[src/rtl/core/oli_pkg.sv]
`timescale 1ns / 1ps
// Shared types, codes and constants of the ordered list block.
package oli_pkg;

    localparam int DEPTH_DEF      = 64;
    localparam int ITEM_WIDTH_DEF = 32;

    localparam int MODE_W   = 3;
    localparam int INDEX_W  = 6;
    localparam int ITEM_W   = 32;
    localparam int STATUS_W = 3;
    localparam int COUNT_W  = 7;

    typedef enum logic [MODE_W-1:0] {
        OP_PUSH    = 3'd0,
        OP_INSERT  = 3'd1,
        OP_PREPEND = 3'd2,
        OP_POP     = 3'd3,
        OP_DELETE  = 3'd4,
        OP_FIND    = 3'd5,
        OP_REMOVE  = 3'd6,
        OP_READ    = 3'd7
    } op_t;

    typedef enum logic [STATUS_W-1:0] {
        STS_OK       = 3'd0,
        STS_RANGE    = 3'd1,
        STS_EMPTY    = 3'd2,
        STS_NOTFOUND = 3'd3,
        STS_FULL     = 3'd4
    } status_t;

    typedef enum logic [2:0] {
        S_IDLE,
        S_DECIDE,
        S_UP,
        S_PUT,
        S_DOWN,
        S_SEARCH,
        S_FETCH,
        S_DONE
    } state_t;

    typedef enum logic [2:0] {
        PTR_HOLD,
        PTR_DEC,
        PTR_INC,
        PTR_LAST,
        PTR_AFTER,
        PTR_IDX
    } ptr_op_t;

    typedef enum logic [1:0] {
        WR_POS,
        WR_UP,
        WR_DOWN
    } wr_sel_t;

    typedef enum logic [1:0] {
        CNT_HOLD,
        CNT_INC,
        CNT_DEC
    } cnt_op_t;

    typedef enum logic [1:0] {
        IDX_ZERO,
        IDX_PTR,
        IDX_FOUND
    } idx_sel_t;

    typedef struct packed {
        logic     load_req;
        ptr_op_t  ptr_op;
        logic     wr_en;
        wr_sel_t  wr_sel;
        cnt_op_t  cnt_op;
        logic     found_load;
        logic     res_load;
        status_t  res_status;
        logic     res_item_rd;
        idx_sel_t res_index_sel;
        logic     out_load;
    } cmd_t;

    typedef struct packed {
        op_t  op;
        logic pos_range;
        logic full;
        logic pos_is_end;
        logic idx_oob;
        logic empty;
        logic after_is_end;
        logic ptr_at_pos;
        logic ptr_last;
        logic ptr_zero;
        logic match;
        logic out_free;
    } flags_t;

endpackage

[src/rtl/core/oli_if.sv]
`timescale 1ns / 1ps
// Request and response channel interfaces of the ordered list block.
interface oli_req_if;
    logic                         valid;
    logic                         ready;
    logic [oli_pkg::MODE_W-1:0]   mode;
    logic [oli_pkg::INDEX_W-1:0]  index;
    logic [oli_pkg::ITEM_W-1:0]   item;

    modport source (output valid, output mode, output index, output item, input ready);
    modport sink   (input valid, input mode, input index, input item, output ready);
endinterface

interface oli_rsp_if;
    logic                          valid;
    logic                          ready;
    logic [oli_pkg::ITEM_W-1:0]    item_out;
    logic [oli_pkg::INDEX_W-1:0]   index_out;
    logic [oli_pkg::STATUS_W-1:0]  status;
    logic [oli_pkg::COUNT_W-1:0]   count;

    modport source (output valid, output item_out, output index_out, output status,
                    output count, input ready);
    modport sink   (input valid, input item_out, input index_out, input status,
                    input count, output ready);
endinterface

[src/rtl/core/oli_ram.sv]
`timescale 1ns / 1ps
// Generic simple dual-port RAM with registered read data.
module oli_ram #(
    parameter int WIDTH = 32,
    parameter int DEPTH = 64
) (
    input  logic                     clk,
    input  logic                     wr_en,
    input  logic [$clog2(DEPTH)-1:0] wr_addr,
    input  logic [WIDTH-1:0]         wr_data,
    input  logic                     rd_en,
    input  logic [$clog2(DEPTH)-1:0] rd_addr,
    output logic [WIDTH-1:0]         rd_data
);

    logic [WIDTH-1:0] mem [DEPTH];
    logic [WIDTH-1:0] rd_data_reg;

    always_ff @(posedge clk)
    begin
        if (wr_en)
        begin
            mem[wr_addr] <= wr_data;
        end
        if (rd_en)
        begin
            rd_data_reg <= mem[rd_addr];
        end
    end

    assign rd_data = rd_data_reg;

endmodule

[src/rtl/core/oli_ctrl.sv]
`timescale 1ns / 1ps
// Request sequencer of the ordered list block.
module oli_ctrl (
    input  logic            clk,
    input  logic            rst_n,
    input  logic            req_valid,
    output logic            req_ready,
    input  oli_pkg::flags_t flg,
    output oli_pkg::cmd_t   cmd
);
    import oli_pkg::*;

    state_t state_reg;
    state_t state_next;

    always_ff @(posedge clk or negedge rst_n)
    begin
        if (!rst_n)
        begin
            state_reg <= S_IDLE;
        end
        else
        begin
            state_reg <= state_next;
        end
    end

    // Next state
    always_comb
    begin
        state_next = state_reg;
        case (state_reg)
            S_IDLE:
            begin
                if (req_valid)
                begin
                    state_next = S_DECIDE;
                end
            end
            S_DECIDE:
            begin
                case (flg.op)
                    OP_PUSH, OP_INSERT, OP_PREPEND:
                    begin
                        if (flg.pos_range || flg.full)
                        begin
                            state_next = S_DONE;
                        end
                        else if (flg.pos_is_end)
                        begin
                            state_next = S_PUT;
                        end
                        else
                        begin
                            state_next = S_UP;
                        end
                    end
                    OP_POP:
                    begin
                        state_next = flg.empty ? S_DONE : S_FETCH;
                    end
                    OP_READ:
                    begin
                        state_next = flg.idx_oob ? S_DONE : S_FETCH;
                    end
                    OP_DELETE:
                    begin
                        if (flg.idx_oob || flg.after_is_end)
                        begin
                            state_next = S_DONE;
                        end
                        else
                        begin
                            state_next = S_DOWN;
                        end
                    end
                    default:
                    begin
                        state_next = flg.empty ? S_DONE : S_SEARCH;
                    end
                endcase
            end
            S_UP:
            begin
                if (flg.ptr_at_pos)
                begin
                    state_next = S_PUT;
                end
            end
            S_PUT:
            begin
                state_next = S_DONE;
            end
            S_DOWN:
            begin
                if (flg.ptr_last)
                begin
                    state_next = S_DONE;
                end
            end
            S_SEARCH:
            begin
                if (flg.match)
                begin
                    if (flg.op == OP_FIND || flg.ptr_last)
                    begin
                        state_next = S_DONE;
                    end
                    else
                    begin
                        state_next = S_DOWN;
                    end
                end
                else if (flg.ptr_zero)
                begin
                    state_next = S_DONE;
                end
            end
            S_FETCH:
            begin
                state_next = S_DONE;
            end
            S_DONE:
            begin
                if (flg.out_free)
                begin
                    state_next = S_IDLE;
                end
            end
            default:
            begin
                state_next = S_IDLE;
            end
        endcase
    end

    // Commands
    always_comb
    begin
        req_ready = 1'b0;
        cmd       = '0;
        cmd.ptr_op        = PTR_HOLD;
        cmd.wr_sel        = WR_POS;
        cmd.cnt_op        = CNT_HOLD;
        cmd.res_status    = STS_OK;
        cmd.res_index_sel = IDX_ZERO;
        case (state_reg)
            S_IDLE:
            begin
                req_ready    = 1'b1;
                cmd.load_req = req_valid;
            end
            S_DECIDE:
            begin
                case (flg.op)
                    OP_PUSH, OP_INSERT, OP_PREPEND:
                    begin
                        if (flg.pos_range)
                        begin
                            cmd.res_load   = 1'b1;
                            cmd.res_status = STS_RANGE;
                        end
                        else if (flg.full)
                        begin
                            cmd.res_load   = 1'b1;
                            cmd.res_status = STS_FULL;
                        end
                        else if (!flg.pos_is_end)
                        begin
                            cmd.ptr_op = PTR_LAST;
                        end
                    end
                    OP_POP:
                    begin
                        if (flg.empty)
                        begin
                            cmd.res_load   = 1'b1;
                            cmd.res_status = STS_EMPTY;
                        end
                        else
                        begin
                            cmd.ptr_op = PTR_LAST;
                        end
                    end
                    OP_READ:
                    begin
                        if (flg.idx_oob)
                        begin
                            cmd.res_load   = 1'b1;
                            cmd.res_status = STS_RANGE;
                        end
                        else
                        begin
                            cmd.ptr_op = PTR_IDX;
                        end
                    end
                    OP_DELETE:
                    begin
                        if (flg.idx_oob)
                        begin
                            cmd.res_load   = 1'b1;
                            cmd.res_status = STS_RANGE;
                        end
                        else if (flg.after_is_end)
                        begin
                            cmd.cnt_op   = CNT_DEC;
                            cmd.res_load = 1'b1;
                        end
                        else
                        begin
                            cmd.ptr_op = PTR_AFTER;
                        end
                    end
                    default:
                    begin
                        if (flg.empty)
                        begin
                            cmd.res_load   = 1'b1;
                            cmd.res_status = STS_NOTFOUND;
                        end
                        else
                        begin
                            cmd.ptr_op = PTR_LAST;
                        end
                    end
                endcase
            end
            S_UP:
            begin
                cmd.wr_en  = 1'b1;
                cmd.wr_sel = WR_UP;
                if (!flg.ptr_at_pos)
                begin
                    cmd.ptr_op = PTR_DEC;
                end
            end
            S_PUT:
            begin
                cmd.wr_en    = 1'b1;
                cmd.wr_sel   = WR_POS;
                cmd.cnt_op   = CNT_INC;
                cmd.res_load = 1'b1;
            end
            S_DOWN:
            begin
                cmd.wr_en  = 1'b1;
                cmd.wr_sel = WR_DOWN;
                if (flg.ptr_last)
                begin
                    cmd.cnt_op        = CNT_DEC;
                    cmd.res_load      = 1'b1;
                    cmd.res_index_sel = (flg.op == OP_REMOVE) ? IDX_FOUND : IDX_ZERO;
                end
                else
                begin
                    cmd.ptr_op = PTR_INC;
                end
            end
            S_SEARCH:
            begin
                if (flg.match)
                begin
                    cmd.found_load = 1'b1;
                    if (flg.op == OP_FIND)
                    begin
                        cmd.res_load      = 1'b1;
                        cmd.res_index_sel = IDX_PTR;
                    end
                    else if (flg.ptr_last)
                    begin
                        cmd.cnt_op        = CNT_DEC;
                        cmd.res_load      = 1'b1;
                        cmd.res_index_sel = IDX_PTR;
                    end
                    else
                    begin
                        cmd.ptr_op = PTR_INC;
                    end
                end
                else if (flg.ptr_zero)
                begin
                    cmd.res_load   = 1'b1;
                    cmd.res_status = STS_NOTFOUND;
                end
                else
                begin
                    cmd.ptr_op = PTR_DEC;
                end
            end
            S_FETCH:
            begin
                cmd.res_load    = 1'b1;
                cmd.res_item_rd = 1'b1;
                if (flg.op == OP_POP)
                begin
                    cmd.cnt_op = CNT_DEC;
                end
            end
            S_DONE:
            begin
                cmd.out_load = flg.out_free;
            end
            default:
            begin
                req_ready = 1'b0;
            end
        endcase
    end

endmodule

[src/rtl/core/oli_dp.sv]
`timescale 1ns / 1ps
// Datapath of the ordered list block: entry store, count, walk pointer, result stages.
module oli_dp #(
    parameter int DEPTH      = oli_pkg::DEPTH_DEF,
    parameter int ITEM_WIDTH = oli_pkg::ITEM_WIDTH_DEF
) (
    input  logic                          clk,
    input  logic                          rst_n,
    input  logic [oli_pkg::MODE_W-1:0]    req_mode,
    input  logic [oli_pkg::INDEX_W-1:0]   req_index,
    input  logic [oli_pkg::ITEM_W-1:0]    req_item,
    input  oli_pkg::cmd_t                 cmd,
    output oli_pkg::flags_t               flg,
    input  logic                          rsp_ready,
    output logic                          rsp_valid,
    output logic [oli_pkg::ITEM_W-1:0]    item_out,
    output logic [oli_pkg::INDEX_W-1:0]   index_out,
    output logic [oli_pkg::STATUS_W-1:0]  status,
    output logic [oli_pkg::COUNT_W-1:0]   count
);
    import oli_pkg::*;

    localparam int AW   = $clog2(DEPTH);
    localparam int CW   = $clog2(DEPTH + 1);
    localparam int CMPW = ((CW > INDEX_W) ? CW : INDEX_W) + 1;

    op_t                   mode_reg;
    logic [INDEX_W-1:0]    idx_reg;
    logic [ITEM_WIDTH-1:0] item_reg;
    logic [CW-1:0]         count_reg;
    logic [CW-1:0]         count_next;
    logic [CW-1:0]         ptr_reg;
    logic [CW-1:0]         ptr_next;
    logic [CW-1:0]         found_reg;

    logic [CMPW-1:0]       count_x;
    logic [CMPW-1:0]       idx_x;
    logic [CMPW-1:0]       pos_x;
    logic [CMPW-1:0]       ptr_x;

    logic [AW-1:0]         wr_addr;
    logic [ITEM_WIDTH-1:0] wr_data;
    logic [ITEM_WIDTH-1:0] rd_data;

    logic [ITEM_W-1:0]     res_item_reg;
    logic [INDEX_W-1:0]    res_index_reg;
    status_t               res_status_reg;
    logic [COUNT_W-1:0]    res_count_reg;
    logic [INDEX_W-1:0]    res_index_next;

    logic                  out_valid_reg;
    logic                  out_valid_next;
    logic [ITEM_W-1:0]     out_item_reg;
    logic [INDEX_W-1:0]    out_index_reg;
    status_t               out_status_reg;
    logic [COUNT_W-1:0]    out_count_reg;

    assign count_x = CMPW'(count_reg);
    assign idx_x   = CMPW'(idx_reg);
    assign ptr_x   = CMPW'(ptr_reg);

    always_comb
    begin
        case (mode_reg)
            OP_PUSH:    pos_x = count_x;
            OP_PREPEND: pos_x = '0;
            default:    pos_x = idx_x;
        endcase
    end

    always_comb
    begin
        flg.op           = mode_reg;
        flg.pos_range    = pos_x > count_x;
        flg.full         = count_reg == CW'(DEPTH);
        flg.pos_is_end   = pos_x == count_x;
        flg.idx_oob      = idx_x >= count_x;
        flg.empty        = count_reg == '0;
        flg.after_is_end = (idx_x + CMPW'(1)) == count_x;
        flg.ptr_at_pos   = ptr_x == pos_x;
        flg.ptr_last     = (ptr_reg + CW'(1)) == count_reg;
        flg.ptr_zero     = ptr_reg == '0;
        flg.match        = rd_data == item_reg;
        flg.out_free     = !out_valid_reg || rsp_ready;
    end

    always_comb
    begin
        case (cmd.cnt_op)
            CNT_INC: count_next = count_reg + CW'(1);
            CNT_DEC: count_next = count_reg - CW'(1);
            default: count_next = count_reg;
        endcase
    end

    // The read port always follows the pointer, so read data matches ptr_reg.
    always_comb
    begin
        case (cmd.ptr_op)
            PTR_DEC:   ptr_next = ptr_reg - CW'(1);
            PTR_INC:   ptr_next = ptr_reg + CW'(1);
            PTR_LAST:  ptr_next = count_reg - CW'(1);
            PTR_AFTER: ptr_next = CW'(idx_x + CMPW'(1));
            PTR_IDX:   ptr_next = CW'(idx_x);
            default:   ptr_next = ptr_reg;
        endcase
    end

    always_comb
    begin
        case (cmd.wr_sel)
            WR_UP:   wr_addr = AW'(ptr_reg + CW'(1));
            WR_DOWN: wr_addr = AW'(ptr_reg - CW'(1));
            default: wr_addr = pos_x[AW-1:0];
        endcase
        wr_data = (cmd.wr_sel == WR_POS) ? item_reg : rd_data;
    end

    oli_ram #(
        .WIDTH (ITEM_WIDTH),
        .DEPTH (DEPTH)
    ) u_ram (
        .clk     (clk),
        .wr_en   (cmd.wr_en),
        .wr_addr (wr_addr),
        .wr_data (wr_data),
        .rd_en   (1'b1),
        .rd_addr (ptr_next[AW-1:0]),
        .rd_data (rd_data)
    );

    always_comb
    begin
        case (cmd.res_index_sel)
            IDX_PTR:   res_index_next = INDEX_W'(ptr_reg);
            IDX_FOUND: res_index_next = INDEX_W'(found_reg);
            default:   res_index_next = '0;
        endcase
    end

    always_comb
    begin
        out_valid_next = out_valid_reg;
        if (cmd.out_load)
        begin
            out_valid_next = 1'b1;
        end
        else if (rsp_ready)
        begin
            out_valid_next = 1'b0;
        end
    end

    always_ff @(posedge clk or negedge rst_n)
    begin
        if (!rst_n)
        begin
            count_reg     <= '0;
            ptr_reg       <= '0;
            out_valid_reg <= 1'b0;
        end
        else
        begin
            count_reg     <= count_next;
            ptr_reg       <= ptr_next;
            out_valid_reg <= out_valid_next;
        end
    end

    always_ff @(posedge clk)
    begin
        if (cmd.load_req)
        begin
            mode_reg <= op_t'(req_mode);
            idx_reg  <= req_index;
            item_reg <= ITEM_WIDTH'(req_item);
        end
        if (cmd.found_load)
        begin
            found_reg <= ptr_reg;
        end
        if (cmd.res_load)
        begin
            res_item_reg   <= cmd.res_item_rd ? ITEM_W'(rd_data) : '0;
            res_index_reg  <= res_index_next;
            res_status_reg <= cmd.res_status;
            res_count_reg  <= COUNT_W'(count_next);
        end
        if (cmd.out_load)
        begin
            out_item_reg   <= res_item_reg;
            out_index_reg  <= res_index_reg;
            out_status_reg <= res_status_reg;
            out_count_reg  <= res_count_reg;
        end
    end

    assign rsp_valid = out_valid_reg;
    assign item_out  = out_item_reg;
    assign index_out = out_index_reg;
    assign status    = out_status_reg;
    assign count     = out_count_reg;

endmodule

[src/rtl/core/ordered_list_insert_delete_find_top.sv]
`timescale 1ns / 1ps
// Ordered list of item handles: push, pop and read need no walk and a request that is
// refused is answered at once, while insert, prepend, delete, find and remove walk the
// stored entries as needed, one per cycle, through the entry RAM's single read and single
// write port; a response may also wait for the sink. The list itself needs no clearing
// pass: only positions below the count are ever read. A finished beat sits in an output
// register, so the next request is taken while the previous response still waits for
// the sink.
module ordered_list_insert_delete_find_top #(
    parameter int DEPTH      = oli_pkg::DEPTH_DEF,
    parameter int ITEM_WIDTH = oli_pkg::ITEM_WIDTH_DEF
) (
    input logic        clk,
    input logic        rst_n,
    oli_req_if.sink    req,
    oli_rsp_if.source  rsp
);
    import oli_pkg::*;

    cmd_t   cmd;
    flags_t flg;

    // Sequencer: decodes each request and steps the walk over the entries
    oli_ctrl u_ctrl (
        .clk       (clk),
        .rst_n     (rst_n),
        .req_valid (req.valid),
        .req_ready (req.ready),
        .flg       (flg),
        .cmd       (cmd)
    );

    // Datapath: entry RAM, count, walk pointer and the result/output registers
    oli_dp #(
        .DEPTH      (DEPTH),
        .ITEM_WIDTH (ITEM_WIDTH)
    ) u_dp (
        .clk       (clk),
        .rst_n     (rst_n),
        .req_mode  (req.mode),
        .req_index (req.index),
        .req_item  (req.item),
        .cmd       (cmd),
        .flg       (flg),
        .rsp_ready (rsp.ready),
        .rsp_valid (rsp.valid),
        .item_out  (rsp.item_out),
        .index_out (rsp.index_out),
        .status    (rsp.status),
        .count     (rsp.count)
    );

    // Hold off new requests for the whole of a request's work
    a_busy_after_accept: assert property (@(posedge clk) disable iff (!rst_n)
        (req.valid && req.ready) |=> !req.ready)
        else $error("request taken while the previous one is still in work");

    // Never overwrite a response beat that the sink has not taken
    a_out_free: assert property (@(posedge clk) disable iff (!rst_n)
        cmd.out_load |-> flg.out_free)
        else $error("output register loaded over a pending beat");

    // Grow the list only when there is room
    a_no_grow_full: assert property (@(posedge clk) disable iff (!rst_n)
        (cmd.cnt_op == CNT_INC) |-> !flg.full)
        else $error("count advanced on a full list");

    // Store the new item only together with the count increment
    a_put_counts: assert property (@(posedge clk) disable iff (!rst_n)
        (cmd.wr_en && cmd.wr_sel == WR_POS) |-> (cmd.cnt_op == CNT_INC && cmd.res_load))
        else $error("item stored without a count increment");

endmodule
[src/flat_wrapper.sv]
// flat-port wrapper written by rule: the top's interface ports become plain ports
module ordered_list_insert_delete_find_top_flat import oli_pkg::*;
#(
    parameter int DEPTH      = oli_pkg::DEPTH_DEF,
    parameter int ITEM_WIDTH = oli_pkg::ITEM_WIDTH_DEF
)
  (clk, rst_n, req_valid, req_mode, req_index, req_item, req_ready, rsp_valid, rsp_item_out, rsp_index_out, rsp_status, rsp_count, rsp_ready);
  oli_req_if req_i ();
  oli_rsp_if rsp_i ();
  input logic clk;
  input logic rst_n;
  input wire logic [$bits(req_i.valid)-1:0] req_valid;
  input wire logic [$bits(req_i.mode)-1:0] req_mode;
  input wire logic [$bits(req_i.index)-1:0] req_index;
  input wire logic [$bits(req_i.item)-1:0] req_item;
  output wire logic [$bits(req_i.ready)-1:0] req_ready;
  output wire logic [$bits(rsp_i.valid)-1:0] rsp_valid;
  output wire logic [$bits(rsp_i.item_out)-1:0] rsp_item_out;
  output wire logic [$bits(rsp_i.index_out)-1:0] rsp_index_out;
  output wire logic [$bits(rsp_i.status)-1:0] rsp_status;
  output wire logic [$bits(rsp_i.count)-1:0] rsp_count;
  input wire logic [$bits(rsp_i.ready)-1:0] rsp_ready;
  assign req_i.valid = req_valid;
  assign req_i.mode = req_mode;
  assign req_i.index = req_index;
  assign req_i.item = req_item;
  assign req_ready = req_i.ready;
  assign rsp_valid = rsp_i.valid;
  assign rsp_item_out = rsp_i.item_out;
  assign rsp_index_out = rsp_i.index_out;
  assign rsp_status = rsp_i.status;
  assign rsp_count = rsp_i.count;
  assign rsp_i.ready = rsp_ready;
  ordered_list_insert_delete_find_top #(.DEPTH(DEPTH), .ITEM_WIDTH(ITEM_WIDTH)) u_core (.clk(clk), .rst_n(rst_n), .req(req_i), .rsp(rsp_i));
endmodule
[config.mk]
export PLATFORM = sky130hd
export DESIGN_NAME = ordered_list_insert_delete_find_top_flat
export DESIGN_NICKNAME = d
export VERILOG_FILES = /design/src/rtl/core/oli_pkg.sv /design/src/rtl/core/oli_if.sv /design/src/rtl/core/oli_ram.sv /design/src/rtl/core/oli_ctrl.sv /design/src/rtl/core/oli_dp.sv /design/src/rtl/core/ordered_list_insert_delete_find_top.sv /design/src/flat_wrapper.sv
export SDC_FILE = /design/constraint.sdc
export NUM_CORES = 2
export LEC_CHECK = 0
export ABC_AREA = 1
export BUFFER_PORTS_ARGS = -buffer_cell sky130_fd_sc_hd__buf_4
export CAP_MARGIN = 40
export CORE_UTILIZATION = 30
export CTS_CLUSTER_SIZE = 12
export DETAILED_ROUTE_END_ITERATION = 6
export PLACE_DENSITY = 0.54
export SLEW_MARGIN = 40
export SYNTH_ARGS = -nofsm -noshare
export SYNTH_HDL_FRONTEND = slang
export SYNTH_HIERARCHICAL = 1
export SYNTH_SLANG_ARGS = --single-unit
export TNS_END_PERCENT = 20
[constraint.sdc]
create_clock -name clk -period 13.2 [get_ports clk]
set_clock_uncertainty 0.2 [all_clocks]
set_input_delay 2.64 -clock clk [delete_from_list [all_inputs] [get_ports clk]]
set_output_delay 2.64 -clock clk [all_outputs]
set_load 0.02 [all_outputs]
==> impl_metrics.csv <==
group,metric,value,unit
run_status,outcome,"finished with violations",
run_status,violations,"design-rule violations",
detailed_routing,via_per_inst,5.10,
global_routing,gr-usage-all-layers,17.4,%
global_routing,grt_first_pass_wirelength,398,mm
placement,numPortBuffers,94,
detailed_routing,totalWireLength,275,mm
critical_path,critPathRequiredTime,13510,ps
critical_path,master_of_the_slowest_instance_on_the_critical_path,"sky130_fd_sc_hd__edfxtp_1",
critical_path,critical_path_peak_fanout,218,
clocking,cts_max_level,4,
sta,timing.final.hold_violations,0,
yosys,synth_async_reset_ratio,0.803,%
clocking,clkSinkCount,2241,
global_routing,grt.met2_usage,27.2,%
placement,place_inst,11500,
finish,nNetsFinal,7796,
sta,slew_headroom,37.9,%
floorplan,fp.coreArea,303000,um2
critical_path,crit_path_max_incr_delay,680,ps
global_routing,gr-usage-met1,24.5,%
clocking,clock_pin_slew_of_the_registers_on_the_worst_case_setup_and_hold_paths,60,ps
detailed_routing,drt_pass1_iterations,7,
finish,top_register,"u_core/u_dp/u_ram/mem",
floorplan,die_h,555,um
global_routing,first_global_vias,57300,
critical_path,timing.setup.critical_path_class,"flip-flop to flip-flop",
floorplan,effective_utilization_at_floorplan,30.2,%
global_routing,antenna_found_initial,9,
critical_path,worstSetupStartpointType,"flip-flop",
critical_path,cp_num_buf_inv,8,
detailed_routing,dr_total_vias,60500,
detailed_routing,ant_nets,0,
detailed_routing,post-route-drc-count,2,
floorplan,total_die_area,308000,um2
sta,maxSlewViolCount,0,
clocking,clock_path_buffers,3,
sta,timing.final.setup_violations,0,
detailed_routing,drt_first_iter_violations,7253,
floorplan,ios,95,
global_routing,grt.overflow.total,0,
yosys,seq_area_frac_synth,73.3,%
critical_path,endpoint_kind,"flip-flop",
yosys,post_synth_instance_area,91700,um2
sta,tightest_slew,927,ps
finish,layout.cells.non_filler,11900,
finish,area_delta_synth_final,13.7,%
critical_path,cp_data_arrival_time,8710,ps
finish,largest_register_ffs,2048,
yosys,synth.yosys.warnings,6,
detailed_routing,wire_per_inst,23.2,um
finish,drive_above_1_share,8.71,%
hold_path,hold_path.class,"flip-flop to flip-flop",
placement,dp_hpwl,141,mm
yosys,synth_ff_type,"sky130_fd_sc_hd__edfxtp_1",
clocking,clk_root_buffer_cell,"sky130_fd_sc_hd__clkbuf_16",
clocking,tritoncts,"built",
sta,fin_crit_period,8390,ps
yosys,yosys_register_bits,2241,
clocking,cts_buffers,226,
yosys,synth-edff-count,2223,
placement,place_area,97300,um2
global_routing,top_usage_layer,"met2",
global_routing,global_route.usage.met3,3.03,%
flow_run,cap_viol_max_count,0,
sta,final_min_period_over_clock_period,63.6,%
clocking,clkLatencyLatePin,880,ps
critical_path,critical-path-top-delay-family,"simple AND/OR/NAND/NOR gates",
finish,fill_cells,29500,
finish,multiInputGateArea,22400,um2
yosys,syn-mean-instance-area,11.9,um2
floorplan,dieWidth,555,um
sta,finalSetupTns,0,ps
clocking,cts_hold_repair.buffers,0,
clocking,post-cts-setup-buffers,0,
yosys,number_of_instances_in_the_synthesized_netlist,7680,
sta,setup_repair_after_global_routing_missed_its_margin,"false",
sta,max_clock_freq,119,MHz
clocking,cts.repair.resized,0,
critical_path,cp_common_cell,"sky130_fd_sc_hd__nand2_1",
finish,register_area,67200,um2
global_routing,maximum_number_of_pins_on_one_net_before_global_route_repair,219,
floorplan,std_cell_rows,202,
placement,place.gp.congestion,0.921,
yosys,ys_types,43,
finish,final_area,104000,um2
==> cell usage after synthesis, types with 9 or more instances <==
cell	count	area (um2)
sky130_fd_sc_hd__inv_2	13	48.8
sky130_fd_sc_hd__xor2_1	12	105
sky130_fd_sc_hd__buf_4	58	435
sky130_fd_sc_hd__dfrtp_1	18	450
sky130_fd_sc_hd__nor2_1	113	424
sky130_fd_sc_hd__ha_1	25	313
sky130_fd_sc_hd__inv_1	134	503
sky130_fd_sc_hd__o21ai_0	30	150
sky130_fd_sc_hd__buf_1	52	195
sky130_fd_sc_hd__nor4_1	10	62.6
sky130_fd_sc_hd__mux2_2	19	214
sky130_fd_sc_hd__xnor2_1	22	193
sky130_fd_sc_hd__nand3_1	1977	9890
sky130_fd_sc_hd__o211ai_1	11	82.6
sky130_fd_sc_hd__buf_2	264	1320
sky130_fd_sc_hd__clkbuf_1	85	319
sky130_fd_sc_hd__a21oi_1	20	100
sky130_fd_sc_hd__buf_6	9	101
sky130_fd_sc_hd__nand2_1	2494	9360
sky130_fd_sc_hd__nor2_2	9	56.3
sky130_fd_sc_hd__edfxtp_1	2223	66800
sky130_fd_sc_hd__nand4_1	25	156
==> metal layers <==
metal / vias up / wire length, um
met5: - / 0
met4: 0 / 8620
met3: 407 / 25000
met2: 2728 / 123000
met1: 30100 / 118000
li1: 27200 / -
==> through the flow <==
stage                     hold WS [ps]  util [%]  setup slack [ps]
after floorplan                    200         -              5890
after global placement             203      32.0              4810
after detailed placement           205      32.1              4930
after CTS                          213      34.3              4860
after global routing               223      34.4              4170
final                              216      34.4              4810
==> final timing paths <==
check                                              from                       endpoint  slack [ps]  cells after the start
setup / recovery                u_core/u_dp/mode_reg[2]  u_core/u_dp/u_ram/rd_data[11]        4810                     36
hold / removal             u_core/u_dp/res_count_reg[3]           u_core/u_dp/count[3]         220                      0
setup reg to reg                u_core/u_dp/mode_reg[2]  u_core/u_dp/u_ram/rd_data[11]        4810                     36
hold reg to reg            u_core/u_dp/res_count_reg[3]           u_core/u_dp/count[3]         220                      0
max in group asynchronous                         rst_n         u_core/u_dp/ptr_reg[3]       11090                      1
min in group asynchronous                         rst_n       u_core/u_dp/count_reg[1]        1460                      1
==> layout by cell type, fill, tap and decap left out, types with 4 or more instances in the layout <==
cell                           n
sky130_fd_sc_hd__nor2_2        9
sky130_fd_sc_hd__clkinv_1     50
sky130_fd_sc_hd__nand2_2       6
sky130_fd_sc_hd__a21oi_1      20
sky130_fd_sc_hd__xnor2_1      22
sky130_fd_sc_hd__edfxtp_1   2223
sky130_fd_sc_hd__bufinv_16     5
sky130_fd_sc_hd__nand2_1    2493
sky130_fd_sc_hd__clkbuf_1     64
sky130_fd_sc_hd__mux2_2       16
sky130_fd_sc_hd__nand3_2      10
sky130_fd_sc_hd__nor2_1       57
sky130_fd_sc_hd__buf_6        27
sky130_fd_sc_hd__clkinv_2     18
sky130_fd_sc_hd__buf_16        6
sky130_fd_sc_hd__clkbuf_16   230
sky130_fd_sc_hd__clkinv_8      5
sky130_fd_sc_hd__ha_1         24
sky130_fd_sc_hd__nor3_1        6
sky130_fd_sc_hd__buf_12       16
sky130_fd_sc_hd__dfrtp_1      18
sky130_fd_sc_hd__nor2_4       60
sky130_fd_sc_hd__inv_1       131
sky130_fd_sc_hd__buf_4       205
sky130_fd_sc_hd__a31oi_1       4
sky130_fd_sc_hd__conb_1       32
sky130_fd_sc_hd__o21ai_0      17
sky130_fd_sc_hd__xor2_1       12
sky130_fd_sc_hd__inv_6         7
sky130_fd_sc_hd__o211ai_1     11
sky130_fd_sc_hd__nand3b_1      6
sky130_fd_sc_hd__nor4_2        8
sky130_fd_sc_hd__inv_2        12
sky130_fd_sc_hd__nand4_1      25
sky130_fd_sc_hd__o21ai_4      13
sky130_fd_sc_hd__clkbuf_8      4
sky130_fd_sc_hd__nand3_1    1970
==> cell type report <==
class,instances,share of cell area [%]
inverter,149,0.588
antenna,3,0.00720
clock inverter,87,0.577
clock buffer,298,5.81
tap,3978,4.78
multi-input combinational,4853,21.5
sequential,2241,64.5
timing repair buffer,255,2.25
==> cells by family (layout without fill, tap and decap cells) <==
kind of cell | count (synthesis) | after routing | synth area share, %
adder cells (fa/ha/maj) | 25 | 25 | 0.341
buffers and inverters | 617 | 789 | 3.20
flip-flops | 2241 | 2241 | 73.3
AND/OR/NAND/NOR | 4661 | 4661 | 22.1
other | 1 | 35 | 0.00409
multiplexers | 19 | 19 | 0.233
XOR/XNOR | 34 | 34 | 0.325
AO/OA/AOI/OAI | 82 | 82 | 0.531
Power is left out: the tool's default activity adds up to more than one toggle a clock period on the data nets, which glitch-free logic cannot reach.
